File: src/design/tfr_pkg.sv
`default_nettype none

package tfr_pkg;

   // field widths of one request and one result
   localparam int TIME_W      = 64;
   localparam int PAYLOAD_W   = 56;
   localparam int COUNT_OUT_W = 11;

   // operation carried from the front to the back
   typedef enum logic {
      OP_APPEND = 1'b0,
      OP_LOOKUP = 1'b1
   } op_type;

   // one classified request as it waits in the queue
   typedef struct packed {
      op_type               op;
      logic [TIME_W-1:0]    time_stamp;
      logic [PAYLOAD_W-1:0] payload;
   } cmd_type;

endpackage

`default_nettype wire

File: src/design/tfr_front.sv
`default_nettype none

module tfr_front
   import tfr_pkg::*;
(
   input  wire logic                 clock,
   input  wire logic                 reset,
   input  wire logic                 req_valid,
   output logic                      req_ready,
   input  wire logic                 req_cmd,
   input  wire logic [TIME_W-1:0]    req_time_stamp,
   input  wire logic [PAYLOAD_W-1:0] req_frame_payload,
   output logic                      push_valid,
   input  wire logic                 push_ready,
   output cmd_type                   push_cmd
);

   logic    hold_valid_ff, hold_valid_in;
   cmd_type hold_ff, hold_in;
   logic    take;

   // the holding stage frees up whenever the queue takes its request
   assign req_ready  = !hold_valid_ff || push_ready;
   assign take       = req_valid && req_ready;
   assign push_valid = hold_valid_ff;
   assign push_cmd   = hold_ff;

   // classify the incoming request
   always_comb begin
      hold_valid_in = hold_valid_ff;
      hold_in       = hold_ff;
      if (push_valid && push_ready) begin
         hold_valid_in = 1'b0;
      end
      if (take) begin
         hold_valid_in      = 1'b1;
         hold_in.op         = req_cmd ? OP_LOOKUP : OP_APPEND;
         hold_in.time_stamp = req_time_stamp;
         hold_in.payload    = req_frame_payload;
      end
   end

   always_ff @(posedge clock) begin
      if (reset) begin
         hold_valid_ff <= 1'b0;
      end else begin
         hold_valid_ff <= hold_valid_in;
      end
      hold_ff <= hold_in;
   end

endmodule

`default_nettype wire

File: config.mk
export PLATFORM = sky130hd
export DESIGN_NAME = tfr_front
export DESIGN_NICKNAME = d
export VERILOG_FILES = /design/src/design/tfr_pkg.sv /design/src/design/tfr_front.sv
export SDC_FILE = /design/constraint.sdc
export NUM_CORES = 1
export LEC_CHECK = 0
export ABC_AREA = 1
export BUFFER_PORTS_ARGS = -buffer_cell sky130_fd_sc_hd__buf_4
export CORE_AREA = 2 2 95 97
export CTS_CLUSTER_SIZE = 8
export DETAILED_ROUTE_END_ITERATION = 10
export DIE_AREA = 0 0 97 99
export PLACE_DENSITY = 0.93
export SETUP_SLACK_MARGIN = 0.1
export SYNTH_ARGS = -nofsm -noshare
export SYNTH_HDL_FRONTEND = slang
export SYNTH_SLANG_ARGS = --single-unit
File: constraint.sdc
create_clock -name clock -period 16.9 [get_ports clock]
set_input_delay 5.07 -clock clock [delete_from_list [all_inputs] [get_ports clock]]
set_output_delay 5.07 -clock clock [all_outputs]
set_load 0.03 [all_outputs]
==> results of run 1 <==
## logic make-up (layout without fill, tap and decap cells)
kind of cell | after synthesis | in the layout | synth area share
buffers and inverters | 2 | 283 | 0.00204
AO/OA/AOI/OAI | 2 | 2 | 0.00374
flip-flops | 122 | 122 | 0.993
AND/OR/NAND/NOR | 1 | 1 | 0.00170
## stage by stage
| step | total power (uW) | cell area, um^2 | hold WS (ns) | util |
|---|---|---|---|---|
| after floorplan | 410 | 3680 | 0.734 | - |
| after global placement | 455 | 5700 | 0.511 | 0.666 |
| after detailed placement | 458 | 5700 | 0.571 | 0.666 |
| after CTS | 827 | 6310 | 0.582 | 0.738 |
| after global routing | 845 | 6310 | 0.594 | 0.738 |
| final | 818 | 6310 | 0.573 | 0.738 |
## cell usage after synthesis
cell,number
inv_2,1
edfxtp_1,121
dfxtp_1,1
a21oi_1,1
a21oi_2,1
nand2_2,1
inv_1,1
## worst max-delay path: cells and delay by family
| family | cells | cell delay, ns |
|---|---|---|
| buffers and inverters | 3 | 0.36 |
| AND/OR/NAND/NOR | 1 | 0.07 |
## registers in the layout, indices dropped and copies added, names as in the netlist
| signal | cells |
|---|---|
| push_cmd | 121 |
| push_valid | 1 |
## final timing paths
check                                                to  slack [ns]                    start  cells past startpoint
worst max register to register   push_cmd[49]$_DFFE_PP_       14.62  push_valid$_SDFFE_PP0P_                      3
worst min register to register  push_valid$_SDFFE_PP0P_        0.57  push_valid$_SDFFE_PP0P_                      2
worst min-delay path            push_valid$_SDFFE_PP0P_        0.57  push_valid$_SDFFE_PP0P_                      2
worst max-delay path                          req_ready        6.33               push_ready                      4
## power breakdown
group	leakage (uW)	total (uW)	internal [uW]	switching, uW
sequential	0.00118	360	355	5.20
clock	0.000293	367	240	127
combinational	0.00121	91.1	38.6	52.5
## metal layers
metal | share of wire | up-vias | global-route usage
met5 | 0 | - | 0
met4 | 0.019 | 0 | 0.0856
met3 | 0.12 | 15 | 0.118
met2 | 0.53 | 163 | 0.308
met1 | 0.33 | 1077 | 0.187
li1 | - | 1057 | -
## final cells by class
| class | instances | area, um^2 | area share |
|---|---|---|---|
| sequential | 122 | 3650 | 0.579 |
| timing repair buffer | 249 | 1870 | 0.296 |
| clock buffer | 18 | 418 | 0.0662 |
| inverter | 2 | 7.51 | 0.00119 |
| multi-input combinational | 3 | 31.3 | 0.00496 |
| tap | 108 | 135 | 0.0214 |
| clock inverter | 14 | 196 | 0.0311 |
==> impl_metrics.csv, run 1 <==
group,metric,value,unit
route,num_vias,2312,
die,die_x,97,um
die,die_y,99,um
sta,setup_tns,0,ns
sta,setup_ws,6.33,ns
critical_path,arrival,5.50,ns
synth,synthDistinctLibCells,7,
sta,worst_clock_skew,0.0148,ns
critical_path,crit_path_top_delay_cell,"buf_4",
finish,layout_commonest_cell,"buf_4",
route,drt-total-wl,8820,um
synth,synthCells,127,
route,vias_per_cell,4.48,
power,ir_drop,0.0739,mV
critical_path,crit_fanout,2,
placed_design,pre_cts_slack,6.32,ns
clock_network,cts_made_buffers,17,
route,drt_pass1_iterations,4,
grt,antenna_found_initial,0,
sta,fin_crit,10.57,ns
flow_run,max-cap-violations,0,
finish,area_delta_synth_final,71.4,%
die,io_pins,248,
grt,first_global_vias,2466,
outcome,status,"finished, final reports clean",
finish,nets,520,
grt,gr-usage-all-layers,0.187,
placed_design,dpl.cell_count,484,
die,die-area,9600,um^2
sta,tightest_slew,0.752,ns
critical_path,worst_setup_path_end_kind,"output port",
sta,maxSlewViolCount,0,
placed_design,io_buffers,247,
critical_path,crit_path_frequent_cell,"buf_4",
synth,synth_seq_area_share,0.993,
route,routedWlPerCell,17.1,um
sta,relSlewSlack,0.499,
clock_network,cts_tree,"done",
critical_path,required,11.83,ns
finish,final_cell_mix,"249 x buf_4, 121 x edfxtp_1, 16 x clkbuf_16",
critical_path,setup.worst_path.class,"in2out",
die,core_area,8550,um^2
route,drc,0,
synth,synth.avg_cell_area,29.0,um^2
power,power_density,130,nW/um^2
clock_network,cts_hold_buf,0,
route,ant_nets,0,
finish,fin_cells,516,
finish,drive_above_1_share,0.694,
clock_network,cts_resized,0,
finish,fillers,510,
die,start_util,0.430,
sta,period_share,0.626,
clock_network,htree_levels,4,
synth,syn-num-nets,252,
grt,gr-total-overflow,0,
sta,finalSetupViolCount,0,
min_path,hp-class,"reg2reg",
sta,rsz0062_at_grt,"no",
clock_network,cts-root-buf,"clkbuf_8",
sta,fmaxAchievable,0.0946,GHz
die,rows,34,
synth,synthTopCellsByArea,"edfxtp_1 99%, dfxtp_1 0.54%, a21oi_2 0.24%",
grt,grt_max_degree,63,
sta,finalHoldViolations,0,
critical_path,slowest_delay,0.17,ns
synth,netlist_area,3680,um^2
finish,antenna-diode-count,0,
synth,synth_top_area_frac,0.987,
synth,ys_warn_count,0,
placed_design,gp_congestion,0.783,
synth,synth-seq-cells,122,
clock_network,numClockSinks,122,
clock_network,clkTransAtPathRegs,0.06,ns
clock_network,post-cts-setup-buffers,0,
synth,yosys.area.top_type,"edfxtp_1",
power,p_leak,0.00269,uW
critical_path,crit_chain,"buf_4, inv_2, nand2_2, buf_4",
route,drtIter0Drc,86,
clock_network,clk_latency,0.50,ns
critical_path,cp-start-kind,"primary input",
placed_design,dpl.hpwl,6740,um
grt,grt_pass1_wl,13000,um
clock_network,clockBufferDepth,2,
Note: power is estimated with default switching activity, not from simulation.
==> inputs of run 2 (changes only) <==
- CORE_AREA: 2 2 95 97 -> 2 2 98 100
- DIE_AREA: 0 0 97 99 -> 0 0 100 102
- PLACE_DENSITY: 0.93 -> 0.89
- clock period: 16.9 -> 11.1 ns (I/O delays scaled with it)
==> run 2 against run 1 <==
Compared with the run above: clock skew decreased by 0.0065 ns; critical path type unchanged; register-to-register slack lost 5.1 ns; first-iteration DRC count down 23%; final area is essentially flat; via count increased by 1.6%; critical path depth unchanged; clock-buffer cell count is the same.
==> impl_metrics.csv, run 2 (synthesized netlist as in run 1, its figures left out) <==
group,metric,value,unit
finish,antenna-diode-count,0,
grt,first_global_vias,2451,
critical_path,crit_fanout,2,
clock_network,htree_levels,4,
finish,area_delta_synth_final,71.6,%
die,die-area,10200,um^2
sta,maxSlewViolCount,0,
route,routedWlPerCell,18.1,um
grt,grtUsageMet3,0.0923,
die,io_pins,248,
finish,drive_above_1_share,0.694,
route,drt_pass1_iterations,4,
route,num_vias,2348,
finish,nets,520,
clock_network,post-cts-setup-buffers,0,
sta,finalHoldViolations,0,
sta,relSlewSlack,0.492,
finish,final_cell_mix,"249 x buf_4, 121 x edfxtp_1, 16 x clkbuf_16",
die,core_area,9110,um^2
sta,finalSetupViolCount,0,
flow_run,max-cap-violations,0,
critical_path,cp-start-kind,"primary input",
die,die_y,102,um
clock_network,numClockSinks,122,
route,drtIter0Drc,66,
critical_path,required,7.77,ns
die,die_x,100,um
finish,fin_util,0.693,
grt,grt_max_degree,62,
clock_network,cts-root-buf,"clkbuf_8",
outcome,status,"finished, final reports clean",
sta,setup_tns,0,ns
power,power_density,198,nW/um^2
clock_network,cts_hold_buf,0,
route,vias_per_cell,4.52,
critical_path,worst_setup_path_end_kind,"output port",
sta,fmaxAchievable,0.141,GHz
grt,grt_pass1_wl,13000,um
die,start_util,0.404,
route,drc,0,
finish,layout_commonest_cell,"buf_4",
sta,fin_crit,7.09,ns
grt,gr-max-usage-layer,"met2",
sta,period_share,0.639,
clock_network,cts_made_buffers,17,
power,p_leak,0.00269,uW
grt,grt_use_met1,0.170,
placed_design,gp_congestion,0.736,
clock_network,cts_tree,"done",
finish,largest_register_ffs,121,
sta,worst_clock_skew,0.00828,ns
critical_path,arrival,3.76,ns
route,ant_nets,0,
placed_design,io_buffers,247,
route,drt-total-wl,9380,um
sta,tightest_slew,0.761,ns
clock_network,clkTransAtPathRegs,0.06,ns
clock_network,clockBufferDepth,2,
min_path,hp-class,"reg2reg",
clock_network,clk_latency,0.50,ns
grt,gr-total-overflow,0,
grt,grtUsageMet2,0.327,
sta,rsz0062_at_grt,"no",
clock_network,cts_resized,0,
grt,antenna_found_initial,0,
grt,gr-usage-all-layers,0.179,
critical_path,setup.worst_path.class,"in2out",
power,ir_drop,0.120,mV
die,rows,35,
## run 2: cell counts in the layout (fill, tap and decap cells not counted)
No cell type changed its count.
## run 2: power by group
| part | internal, uW | switching (uW) |
|---|---|---|
| registers | 540 | 8.75 |
| logic | 58.8 | 80.3 |
| clock network | 366 | 197 |
| total | 965 | 286 |
## run 2: final timing paths
check	start	to	slack [ns]	cells past startpoint
max	push_ready	req_ready	4.01	4
min	push_valid$_SDFFE_PP0P_	push_valid$_SDFFE_PP0P_	0.56	2
max reg2reg	push_valid$_SDFFE_PP0P_	push_cmd[42]$_DFFE_PP_	9.52	2
min reg2reg	push_valid$_SDFFE_PP0P_	push_valid$_SDFFE_PP0P_	0.56	2
## run 2: metal layers
layer,vias to the layer above,share of wire
met2,163,0.56
li1,1054,-
met3,12,0.11
met4,0,0.013
met5,-,0
met1,1119,0.32
## run 2: critical path, stage by stage
cell and delay [ns]:
buf_4 0.12, inv_2 0.08, nand2_2 0.06, buf_4 0.17
## run 2: final cells by class
class                      instances  area [um^2]
sequential                       122         3650
multi-input combinational          3         31.3
tap                              111          139
fill                             598         2790
timing repair buffer             249         1870
clock inverter                    14          196
inverter                           2         7.51
clock buffer                      18          418
## run 2: through the flow
| stage | hold slack [ns] | setup slack [ns] | instances | power [uW] | cell area, um^2 |
|---|---|---|---|---|---|
| 2_1_floorplan | 0.734 | 1.24 | 127 | 624 | 3680 |
| 3_3_place_gp | 0.522 | 4.03 | 487 | 694 | 5700 |
| 3_5_place_dp | 0.537 | 4.01 | 487 | 699 | 5700 |
| 4_1_cts | 0.551 | 4.01 | 519 | 1270 | 6310 |
| 5_1_grt | 0.572 | 3.99 | 519 | 1290 | 6310 |
| 6_report | 0.558 | 4.01 | 519 | 1250 | 6310 |
