`config.mk`:
```
export PLATFORM = sky130hd
export DESIGN_NAME = tfr_queue
export DESIGN_NICKNAME = d
export VERILOG_FILES = /design/src/design/tfr_pkg.sv /design/src/design/tfr_queue.sv
export SDC_FILE = /design/constraint.sdc
export NUM_CORES = 1
export LEC_CHECK = 0
export ABC_AREA = 1
export BUFFER_PORTS_ARGS = -buffer_cell sky130_fd_sc_hd__buf_2
export CORE_UTILIZATION = 28
export DETAILED_ROUTE_END_ITERATION = 6
export GPL_TIMING_DRIVEN = 0
export PLACE_DENSITY = 0.52
export SKIP_CTS_REPAIR_TIMING = 1
export SLEW_MARGIN = 20
export SYNTH_ARGS = -nofsm -noshare
export SYNTH_HDL_FRONTEND = slang
export SYNTH_SLANG_ARGS = --single-unit
export TNS_END_PERCENT = 100
```
`constraint.sdc`:
```
create_clock -name clock -period 5.7 [get_ports clock]
set_clock_uncertainty 0.05 [all_clocks]
set_input_delay 0.285 -clock clock [delete_from_list [all_inputs] [get_ports clock]]
set_output_delay 0.285 -clock clock [all_outputs]
set_load 0.005 [all_outputs]
```
`src/design/tfr_pkg.sv`:
```
`default_nettype none

package tfr_pkg;

   // field widths of one request and one result
   localparam int TIME_W      = 64;
   localparam int PAYLOAD_W   = 56;
   localparam int COUNT_OUT_W = 11;

   // operation carried from the front to the back
   typedef enum logic {
      OP_APPEND = 1'b0,
      OP_LOOKUP = 1'b1
   } op_type;

   // one classified request as it waits in the queue
   typedef struct packed {
      op_type               op;
      logic [TIME_W-1:0]    time_stamp;
      logic [PAYLOAD_W-1:0] payload;
   } cmd_type;

endpackage

`default_nettype wire

```
`src/design/tfr_queue.sv`:
```
`default_nettype none

module tfr_queue
   import tfr_pkg::*;
(
   input  wire logic    clock,
   input  wire logic    reset,
   input  wire logic    push_valid,
   output logic         push_ready,
   input  wire cmd_type push_cmd,
   output logic         pop_valid,
   input  wire logic    pop_ready,
   output cmd_type      pop_cmd
);

   localparam int ENTRIES = 2;

   cmd_type    slot_ff [ENTRIES];
   logic       wr_ptr_ff, wr_ptr_in;
   logic       rd_ptr_ff, rd_ptr_in;
   logic [1:0] fill_ff, fill_in;
   logic       do_push, do_pop;

   assign push_ready = (fill_ff != 2'(ENTRIES));
   assign pop_valid  = (fill_ff != 2'd0);
   assign pop_cmd    = slot_ff[rd_ptr_ff];
   assign do_push    = push_valid && push_ready;
   assign do_pop     = pop_valid && pop_ready;

   // pointer and fill bookkeeping
   always_comb begin
      wr_ptr_in = do_push ? !wr_ptr_ff : wr_ptr_ff;
      rd_ptr_in = do_pop ? !rd_ptr_ff : rd_ptr_ff;
      fill_in   = fill_ff;
      if (do_push && !do_pop) begin
         fill_in = fill_ff + 2'd1;
      end else if (do_pop && !do_push) begin
         fill_in = fill_ff - 2'd1;
      end
   end

   always_ff @(posedge clock) begin
      if (reset) begin
         wr_ptr_ff <= 1'b0;
         rd_ptr_ff <= 1'b0;
         fill_ff   <= 2'd0;
      end else begin
         wr_ptr_ff <= wr_ptr_in;
         rd_ptr_ff <= rd_ptr_in;
         fill_ff   <= fill_in;
      end
      if (do_push) begin
         slot_ff[wr_ptr_ff] <= push_cmd;
      end
   end

endmodule

`default_nettype wire

```
==> results.md, run 1 <==
Floorplanning:
- The area of the core is 31,600 µm².
- The die area is 32,800 µm².
- Pin placement for this block handled 248 I/O pins.
- The die is 181 µm wide.
- The number of placement rows is 65.
- The initial utilization of the core area, before any placement, comes to 0.285.
- The die is 181 µm tall.

Routing:
- The residual antenna-violating net count after detailed routing is 0.
- For this run, design rule violations remaining after detail routing come to 0.
- The detailed-router iteration count before antenna repair is 4.
- In the final routed layout, each cell accounts on average for 15.4 µm.
- In this run, the number of DRC markers left after iteration 0 of detailed routing was 201.
- In the routed layout, each cell is associated on average with a via count of 4.13.
- The routed layout has 5,136 vias.
- The routed design has 19,100 µm of wire.

Logic synthesis:
- Yosys printed 0 warnings.
- The synthesized netlist net count is 539.
- Counting every instance in the synthesized netlist gives 413.
- The synthesized design contains 247 register bits.
- Each instance of the synthesized netlist takes up on average 21.8 µm².
- The count of unique library cells instantiated by Yosys is 14.
- The synthesized netlist occupies a cell area of 8990 µm².
- The proportion of synthesized chip area in sequential cells is 0.819.

Worst setup path:
- The family of cells with the greatest summed delay on the critical path is simple AND/OR/NAND/NOR gates.
- The critical path is of the flop to flop type.
- The total buffers and inverters traversed by the critical path is 4.
- For this design, the slowest cell found on the critical path is nor2_4.
- On the worst path, the slowest cell contributes a delay of 0.65 ns.
- STA classifies the critical path endpoint as a flop.
- The critical path goes through inv_1, nand2_1, nand2_1, nor2_4, buf_16, buf_12, buf_12.
- The critical path required time is 5.88 ns.
- The sort of element at the start of the critical path is a flop.
- The signal arrival time at the worst endpoint is 2.53 ns.
- In this run the worst path has a maximum fanout of 24.

Place:
- Including well taps, the total number of placed cells is 1,072.
- The cell area after placement is 11,000 µm².
- OpenSTA, run right after detailed placement, puts the worst setup slack at 3.29 ns.
- The routability-driven placement congestion ratio is 0.699.
- The number of port buffers is 247.
- Detailed placement ended at an HPWL of 12,600 µm.

Final layout:
- The final core area utilization is 0.413.
- The library cell used most frequently in the layout, excluding fill and tap cells, is buf_2.
- Summing all non-filler instances in the final layout gives an area of 13,000 µm².
- The antenna diode instance count is 0.
- In the final layout, the share of cells above drive strength 1 is 0.514.
- Fill cells in the final layout number 2,952.
- The finished layout holds 1,243 standard cells, fillers aside.
- The top cell types in the final layout, fill and taps aside, are buf_2, edfxtp_1, dlygate4sd3_1, mux2_2, clkbuf_16.
- The final layout contains 947 nets.
- The layout overhead on the synthesized area is 44.9%.

Status:
- The flow ran to the end, and the final reports show no timing, DRC or antenna violations.

STA:
- Counting I/O delays and the setup requirement, the final critical path takes 2.36 ns.
- The setup-violating endpoint count in the final report is 0.
- The number of hold-slack violations in the final timing report is 0.
- Setup repair after global routing left no endpoint under its margin.
- Of the available clock period, the critical path in the final layout requires 0.413.
- The max-slew violation total from the final report came to 0.
- The tightest slew margin relative to the limit is 0.470.
- The worst path meets setup with 3.34 ns of slack.
- The transition time at the pin with the least slew margin is 0.793 ns.
- The worst slack on hold paths is 0.00792 ns.
- The maximum achievable frequency is 0.425 GHz.

Global routing:
- The final global-route overflow total is 0.
- The initial antenna violation count is 0.
- The first global-routing pass estimated 27,500 µm of wire.
- Entering global routing, the biggest net connects 25 pins.
- The number of global-route vias before repair is 4,882.
- The total global-route track usage is 0.110.

Power:
- The total power density per cell area is 396 nW/µm².
- The leakage power figure is 0.00488 µW.
- IR analysis of the VDD net gives a maximum drop of 0.000431 V.

Clock tree:
- The clock net in this run drives a total of 247 sinks.
- TritonCTS built the clock tree.
- The maximum level of the CTS H-tree is 1.
- The clock-pin slew on the worst setup and hold paths is 0.06 ns.
- The root buffer cell chosen for the clock tree is clkbuf_16.
- The number of CTS-inserted buffers is 27.
- No sink is reached through more buffers than the 3 on the longest clock path.
- The latest clock arrival within the worst-skew pair is 0.53 ns.

Hold path:
- The worst hold-check path type is input pin to flop.

Job:
- Across the run, the number of max-cap violations was 0.
[final timing paths]
check                          start                        to  slack, ns  cells past startpoint
max          fill_ff[0]$_SDFFE_PP0P_  slot_ff[0][88]$_DFFE_PP_       3.34                      7
min                        pop_ready    rd_ptr_ff$_SDFFE_PP0P_      0.008                      3
max reg2reg  fill_ff[0]$_SDFFE_PP0P_  slot_ff[0][88]$_DFFE_PP_       3.34                      7
min reg2reg   rd_ptr_ff$_SDFFE_PP0P_    rd_ptr_ff$_SDFFE_PP0P_       0.46                      2
[worst reg2reg max path, cell delays in order, from the launching register on]
cell     delay, ns
dfxtp_1       0.33
inv_1         0.08
nand2_1       0.10
nand2_1       0.16
nor2_4        0.65
buf_16        0.25
buf_12        0.20
buf_12        0.22
[power breakdown]
part / switching (µW) / internal [µW] / total (µW)
combinational: 563 / 610 / 1170
sequential: 50.2 / 2290 / 2340
clock: 685 / 955 / 1640
[final cells by class]
class	instances	area, µm²	area share
Buffer	13	124	0.00951
Multi-Input combinational cell	145	1490	0.114
Sequential cell	247	7370	0.566
Timing Repair Buffer	379	2680	0.206
Clock inverter	18	146	0.0112
Clock buffer	31	691	0.0530
Tap cell	402	503	0.0386
Inverter	8	30.0	0.00231
[sequential cells by signal, indices dropped and copies added, names as in the netlist, named ones only]
| register | count |
|---|---|
| rd_ptr_ff | 1 |
| wr_ptr_ff | 1 |
| fill_ff | 2 |
| slot_ff | 242 |
[cells in the mapped netlist]
cell type,instances,share of area
mux2_2,121,0.15
nand4_1,1,0.00070
buf_6,9,0.011
inv_1,8,0.0033
buf_4,1,0.00084
ha_1,1,0.0014
dfxtp_1,5,0.011
nor2_1,7,0.0029
edfxtp_1,242,0.81
buf_2,3,0.0017
o21ai_0,2,0.0011
nand3_1,2,0.0011
a21oi_1,2,0.0011
nand2_1,9,0.0038
[cells by family after synthesis]
family,Yosys count,share of synthesized area
flip-flops,247,0.819
multiplexers,121,0.152
AO/OA/AOI/OAI,4,0.00223
buffers and inverters,21,0.0171
AND/OR/NAND/NOR,19,0.00849
adder cells (fa/ha/maj),1,0.00139
[per-stage QoR]
stage          TNS (ns)  power [µW]
2_1_floorplan   -131.97        3010
3_3_place_gp   -1023.39        3520
3_5_place_dp          0        3520
4_1_cts               0        5190
5_1_grt               0        5410
6_report              0        5160
[metal layers]
metal  global-route usage  vias to the layer above  share of wire
li1                     -                     2456              -
met1                0.130                     2491           0.41
met2                0.183                      157           0.49
met3               0.0403                       32          0.065
met4               0.0359                        0          0.030
met5                    0                        -              0
Note: power is estimated with default switching activity, not from simulation.
==> inputs of run 2 (changes only) <==
- PLACE_DENSITY: 0.52 -> 0.5
- clock period: 5.7 -> 2.23 ns (I/O delays scaled with it)
==> run 2 against run 1 <==
Compared with the run above:
- critical path depth is 3 lower
- clock-buffer cell count is 2 higher
- first-iteration DRC count increased by 3.5%
- sequential share of layout area down 0.20 points
- die area stayed put
- critical endpoint is now pop_cmd[71]
- highest routed layer unchanged
==> results.md, run 2 (synthesized netlist as in run 1, its figures left out) <==
Status:
- The flow ran to the end, and the final reports show no timing, DRC or antenna violations.

Worst setup path:
- The delay of the slowest cell on the worst path was 0.39 ns (-0.26 ns).
- On the critical path, the stage with the largest delay is an instance of dfxtp_1.
- The maximum fanout encountered on the critical timing path is 10 (-58%).
- The element type at the critical path end is an output port.
- The signal arrival time at the worst endpoint is 1.91 ns (-0.62 ns).
- The critical path required time is 2.07 ns (-3.81 ns).
- The critical path goes through buf_4, buf_6, mux2_2, buf_2.
- The class of the most critical setup path is flop to output port.
- The sort of element at the start of the critical path is a flop.

Place:
- The cell area after placement is 11,000 µm² (+0.17%).
- The final HPWL from detailed placement is 13,000 µm (+3.4%).
- The routability-driven placement congestion ratio is 0.701 (+0.20%).
- The number of port buffers came to 247 (unchanged).
- The number of cells in the design after placement is 1,072 (unchanged).

STA:
- The setup TNS after final layout was 0 ns (unchanged).
- The transition time at the pin with the least slew margin is 0.584 ns (-0.209 ns).
- Derived from the worst setup path, the maximum achievable clock frequency is 0.483 GHz.
- The number of hold-slack violations in the final timing report is 0 (unchanged).
- Setup repair after global routing left no endpoint under its margin.
- The post-route clock period utilization is 0.928.
- The max-slew violation total from the final report is 0 (unchanged).
- The tightest slew margin relative to the limit came to 0.610 (+0.140).
- For the finished layout, the period the worst path requires is 2.07 ns.
- The setup-violating endpoint count in the final report is 0 (unchanged).

Final layout:
- The fraction of layout instances using a drive strength above 1 was 0.513 (-0.000610).
- In the layout the commonest cells are buf_2, edfxtp_1, dlygate4sd3_1, mux2_2, clkbuf_16.
- The final layout net count came to 949 (+0.21%).
- Leaving out fill and tap cells, the most frequent cell in the layout is buf_2.
- Counting flops per register, the top entry is slot_ff.
- The antenna diode instance count was 0 (unchanged).
- In the final layout, the registers with the most flip-flops are slot_ff (242), fill_ff (2).
- The flip-flop count of the largest register after layout is 242 (unchanged).
- The area of all placed cells without fillers is 13,100 µm² (+0.37%).
- The fill cell total of the finished layout came to 2,872 (-2.7%).
- The count of non-filler cells in the finished layout is 1,244 (+0.080%).
- The area growth from synthesis to layout is 45.4%.

Floorplanning:
- The number of placement rows is 65 (unchanged).
- The height of the die is 181 µm (unchanged).
- The I/O pin count is 248 (unchanged).
- The initial standard-cell utilization of the core is 0.285 (unchanged).
- The die area is 32,800 µm² (unchanged).
- The area of the core is 31,600 µm² (unchanged).
- The floorplan die width was 181 µm (unchanged).

Global routing:
- The number of global-route vias before repair is 5,201 (+6.5%).
- The pin count of the biggest net entering global routing came to 27 (+8.0%).
- The final global-route overflow total came to 0 (unchanged).
- The wire length of the first global-routing pass was 28,700 µm (+4.3%).
- The total global-route track usage was 0.111 (+0.00111).
- The initial antenna violation count is 0 (unchanged).

Routing:
- The detailed-router iteration count before antenna repair is 4 (unchanged).
- The total wirelength of the detailed-routed design is 19,300 µm (+1.2%).
- The remaining routing DRC violations is 0 (unchanged).
- The residual antenna-violating net count after detailed routing is 0 (unchanged).
- The via density per instance is 4.18 (+1.1%).
- The number of vias after detailed routing came to 5,199 (+1.2%).
- The violation count after the first detailed-routing iteration came to 208 (+3.5%).
- The average routed wire per standard cell is 15.5 µm (+1.1%).

Hold path:
- The worst hold-check path type is input pin to flop.

Power:
- The total power density per cell area came to 1020 nW/µm² (+160%).
- The peak supply drop is 0.000660 V (+53%).
- The leakage power figure was 0.00490 µW (+0.32%).

Clock tree:
- The latest clock arrival within the worst-skew pair was 0.52 ns (about the same).
- The number of CTS-inserted buffers was 27 (unchanged).
- The clock-pin slew on the worst setup and hold paths is 0.06 ns (about the same).
- The CTS tree is done.
- The buffer levels on the longest clock path is 3 (unchanged).
- In this run the clock root is driven by a clkbuf_16.
- The TritonCTS sink count is 247 (unchanged).
- The maximum level of the CTS H-tree is 1 (unchanged).

Job:
- The max-capacitance violation count is 0 (unchanged).
[run 2: changes by cell type in the layout (fill, tap and decap cells not counted), moves of 2 or more]
cell           delta
clkinv_2          -3
clkbuf_1          +2
nand2_1           -2
dlygate4sd3_1     +2
[run 2: routing by layer]
metal	global-route usage	wire length [µm]	vias up	share of wire
met4	0.0353	573	0	0.030
met1	0.130	7970	2542	0.41
met2	0.190	9540	169	0.49
met3	0.0375	1240	37	0.064
li1	-	-	2451	-
met5	0	0	-	0
[run 2: power breakdown]
part,switching [µW],internal (µW)
Clock,1740,2550
Sequential,144,5860
Combinational,1450,1570
Total,3330,9980
[run 2: area by class of cell]
type	instances	area (µm²)	area share
flip-flops and latches	247	7370	0.563
repair buffers	381	2710	0.207
multi-input cells	145	1500	0.114
clock buffers	33	698	0.0534
well taps	402	503	0.0385
clock inverters	15	149	0.0114
plain buffers	13	124	0.00947
inverters	8	30.0	0.00230
[run 2: critical path, delay by kind of cell (launching register included)]
kind	cells	cell delay (ns)
buf+inv	3	0.62
flops	1	0.39
mux	1	0.35
[run 2: worst paths after layout]
kind / start / to / slack (ns) / cells after the start
setup / recovery: flop / pop_cmd[71] / 0.16 / 4
setup reg to reg: fill_ff[0]$_SDFFE_PP0P_ / slot_ff[0][106]$_DFFE_PP_ / 0.18 / 7
hold reg to reg: rd_ptr_ff$_SDFFE_PP0P_ / flop / 0.45 / 2
hold / removal: push_cmd[102] / slot_ff[0][102]$_DFFE_PP_ / 0.25 / 2
[run 2: stage by stage]
| step | worst slack (ns) | hold WS [ns] | util | total power [µW] |
|---|---|---|---|---|
| 2_1_floorplan | -0.569 | 0.160 | - | 7620 |
| 3_3_place_gp | -1.53 | 0.250 | 0.341 | 8770 |
| 3_5_place_dp | 0.156 | 0.253 | 0.348 | 9000 |
| 4_1_cts | 0.0687 | -0.308 | 0.375 | 13300 |
| 5_1_grt | 0.0156 | 0.237 | 0.414 | 13900 |
| 6_report | 0.160 | 0.252 | 0.414 | 13300 |
==> inputs of run 3 (changes only) <==
- CTS_BUF_LIST: unset -> sky130_fd_sc_hd__clkbuf_2
==> run 3 against run 2 <==
Compared with the run above:
- the flow now stops in global routing
- synthesized cell count did not move
- synthesized area did not move
==> results.md, run 3 <==
Clock tree:
- The maximum level of the CTS H-tree is 3 (+2).
- The TritonCTS sink count is 247 (unchanged).
- The buffer levels on the longest clock path is 3 (unchanged).
- The root buffer cell is clkbuf_2.
- The number of CTS-inserted buffers came to 67 (+150%).

Logic synthesis:
- Counting instances in the post-synthesis netlist gives the leading cell types as edfxtp_1, mux2_2, buf_6, nand2_1, inv_1.
- The proportion of synthesized chip area in sequential cells came to 0.819 (unchanged).
- The share of async-settable or async-resettable flops after synthesis is 0 (unchanged).
- The number of synthesis warnings is 0 (unchanged).
- The count of unique library cells instantiated by Yosys is 14 (unchanged).
- The portion of synthesized cell area occupied by the leading cell type came to 0.808 (unchanged).
- The synthesized area per cell was 21.8 µm² (unchanged).
- The post-synthesis instance area is 8990 µm² (unchanged).
- The synthesized netlist net count is 539 (unchanged).
- The number of synthesized register bits is 247 (unchanged).
- In the synthesized netlist the dominant register cell turns out to be edfxtp_1.
- The gate count after technology mapping was 413 (unchanged).
- edfxtp_1 takes more of the synthesized area than any other cell.
- By area the synthesized netlist is led by edfxtp_1, mux2_2, buf_6, dfxtp_1, nand2_1.
- The most common cell in the netlist is edfxtp_1.
- The number of enable-type register cells in the synthesized netlist came to 242 (unchanged).

Status:
- The tool reported: "[ERROR RSZ-0060] Max buffer count reached".
- The flow did not finish.
- The terminating stage of the flow is global routing.

Floorplanning:
- The height of the die is 181 µm (unchanged).
- The floorplan die width is 181 µm (unchanged).
- The number of placement rows was 65 (unchanged).
- The I/O pin count is 248 (unchanged).
- The initial standard-cell utilization of the core is 0.285 (unchanged).

Place:
- The number of port buffers was 247 (unchanged).
- The pre-CTS setup slack is 0.156 ns (unchanged).
- The final HPWL from detailed placement is 13,000 µm (unchanged).
- The routability-driven placement congestion ratio was 0.701 (unchanged).
- The cell area after placement was 11,000 µm² (unchanged).

STA:
- After the last repair the worst path ends at a top-level output.
- Once global-route timing repair stopped, the endpoint with the least setup slack was pop_cmd[6].

Global routing:
- The pin count of the biggest net entering global routing is 27.
==> run 3: through the flow <==
step / hold slack [ns] / utilization / std cells / setup TNS (ns)
3_5_place_dp: 0.253 / 0.348 / 1072 / 0
4_1_cts: -0.679 / 0.365 / 1181 / -26.43
3_3_place_gp: 0.250 / 0.341 / 1062 / -364.61
2_1_floorplan: 0.160 / - / 413 / -135.34
==> run 3: logic make-up after synthesis <==
logic type               Yosys count  synth area share
flip-flops                       247             0.819
multiplexers                     121             0.152
buffers and inverters             21            0.0171
AND/OR/NAND/NOR                   19           0.00849
AO/OA/AOI/OAI                      4           0.00223
adder cells (fa/ha/maj)            1           0.00139
==> inputs of run 4 (changes only) <==
- CORE_UTILIZATION: 28 -> 20
- CTS_BUF_LIST: sky130_fd_sc_hd__clkbuf_2 -> unset
- PLACE_DENSITY: 0.5 -> unset
- PLACE_DENSITY_LB_ADDON: unset -> 0.15
==> run 4 against run 3 <==
Compared with the run above:
- the run now ends clean
==> results.md, run 4 (synthesized netlist as in run 1, its figures left out) <==
Clock tree:
- The number of CTS-inserted buffers is 29 (-57%).
- Clock tree synthesis selected as its root buffer the cell clkbuf_16.
- The TritonCTS sink count is 247 (unchanged).
- The buffer levels on the longest clock path is 3 (unchanged).
- After clock tree synthesis, the clock-pin slew on the worst setup and hold paths is 0.06 ns.
- The CTS tree is done.
- The latest clock arrival within the worst-skew pair is 0.55 ns.
- The maximum level of the CTS H-tree was 1 (-2).

Power:
- The leakage power figure is 0.00494 µW.
- The peak supply drop is 0.000518 V.
- The total power density per cell area is 1010 nW/µm².

Place:
- The routability-driven placement congestion ratio is 0.673 (-3.9%).
- The number of cells in the design after placement is 1,264 (+18%).
- The number of port buffers is 247 (unchanged).
- The final HPWL from detailed placement is 14,000 µm (+7.7%).

STA:
- The max-slew violation total from the final report was 0.
- After layout, the minimum clock period comes to 2.08 ns.
- The post-route clock period utilization is 0.934.
- The setup-violating endpoint count in the final report is 0.
- Hold is met by 0.231 ns.
- The number of hold-slack violations in the final timing report was 0.
- The setup TNS after final layout is 0 ns.
- For the pin with the worst max-slew slack, the measured transition is 0.634 ns.
- Setup repair after global routing left no endpoint under its margin.
- Measured against its own limit, the worst slew margin works out to 0.577.
- The maximum achievable frequency is 0.480 GHz.

Global routing:
- The total global-route track usage is 0.0881.
- The initial antenna violation count is 0.
- The pin count of the biggest net entering global routing is 24.
- The wire length of the first global-routing pass is 30,800 µm.
- The total overflow left after global routing is 0.
- The number of global-route vias before repair is 5,009.

Final layout:
- In the final layout, the registers with the most flip-flops are slot_ff (242), fill_ff (2).
- The flip-flop and latch area is 7370 µm².
- The top register by number of flip-flops is slot_ff.
- The register with the most flip-flops in the layout has 242 of them.
- The antenna diode instance count is 0.
- The fill cell total of the finished layout is 4,502.
- The final layout net count is 953.
- The most common cell after layout, fill and taps aside is buf_2.
- The fraction of layout instances using a drive strength above 1 is 0.515.
- Leaving out fill and tap cells, the most frequent cells in the layout are buf_2, edfxtp_1, dlygate4sd3_1, mux2_2, clkbuf_16.
- After the flow finishes, the layout carries non-filler instances totaling 1,437.
- The layout overhead on the synthesized area is 48.9%.
- Summing all multi-input logic gate instances after layout gives 1500 µm².

Floorplanning:
- The floorplan die width is 214 µm (+18%).
- The area of the core is 44,300 µm².
- The floorplan step defined a die boundary enclosing 45,800 µm².
- The number of placement rows is 77 (+18%).
- The initial standard-cell utilization of the core is 0.203 (-0.0821).
- The height of the die is 214 µm (+18%).
- The I/O pin count is 248 (unchanged).

Routing:
- Dividing the detail-routed via count by the number of cells gives 3.58.
- Wires add up to 20,900 µm.
- The final route contains 5,145 vias.
- The residual antenna-violating net count after detailed routing is 0.
- The average routed wire per standard cell is 14.6 µm.
- After detailed routing, the number of remaining DRC violations is 0.
- The first TritonRoute pass finished after 4 iterations.
- The violation count after the first detailed-routing iteration is 150.

Worst setup path:
- The sort of element at the start of the critical path is a flop.
- Of all nets on the critical path, the largest fanout is 10.
- The element type at the critical path end is an output port.
- STA puts the critical path data arrival time at 1.92 ns.
- The number of cells on the worst reg-to-reg path is 7.
- At the worst endpoint, the required time is 2.07 ns.
- The class of the most critical setup path is flop to output port.

Hold path:
- The hold-critical path depth is 2.
- The worst hold-check path type is input pin to flop.

Job:
- The tool flagged a number of max-cap violations equal to 0.

Status:
- The run finished with clean final reports.
[run 4: worst max-delay path, stage by stage (launching register included)]
cell	delay, ns
dfxtp_1	0.41
buf_6	0.25
buf_6	0.21
mux2_2	0.35
buf_2	0.15
[run 4: area by class of cell]
cell class / instances / area share
clock inverter: 10 / 0.00720
tap: 592 / 0.0553
sequential: 247 / 0.550
buffer: 13 / 0.00953
timing repair buffer: 383 / 0.206
inverter: 8 / 0.00224
clock buffer: 39 / 0.0570
multi-input combinational: 145 / 0.112
[run 4: worst paths after layout]
check                                             start                       end  slack (ns)
worst max-delay path                               flop               pop_cmd[60]        0.15
worst min-delay path                       push_cmd[74]  slot_ff[0][74]$_DFFE_PP_        0.23
worst max register to register  fill_ff[0]$_SDFFE_PP0P_  slot_ff[1][39]$_DFFE_PP_        0.16
worst min register to register  fill_ff[0]$_SDFFE_PP0P_   fill_ff[0]$_SDFFE_PP0P_        0.45
[run 4: per-stage QoR]
stage | utilization | area, µm² | power, µW | setup slack, ns
3_3_place_gp | 0.248 | 11000 | 8980 | -2.10
5_1_grt | 0.302 | 13400 | 14200 | 0.000982
3_5_place_dp | 0.255 | 11300 | 9140 | 0.0728
2_1_floorplan | - | 9020 | 7620 | -0.569
4_1_cts | 0.274 | 12100 | 13600 | -0.0343
6_report | 0.302 | 13400 | 13500 | 0.147
[run 4: where the power goes]
part	total (µW)	switching [µW]	leakage, µW	internal, µW
sequential	5990	128	0.00230	5860
clock	4390	1800	0.000422	2590
combinational	3110	1500	0.00222	1610
total	13500	3420	0.00494	10100
[run 4: routing by layer]
metal  vias to the layer above  wire [µm]  global-route usage
met1                      2516       9010               0.106
met4                         0        519              0.0350
li1                       2454          -                   -
met2                       139       9960               0.146
met3                        36       1430              0.0279
met5                         -          0                   0
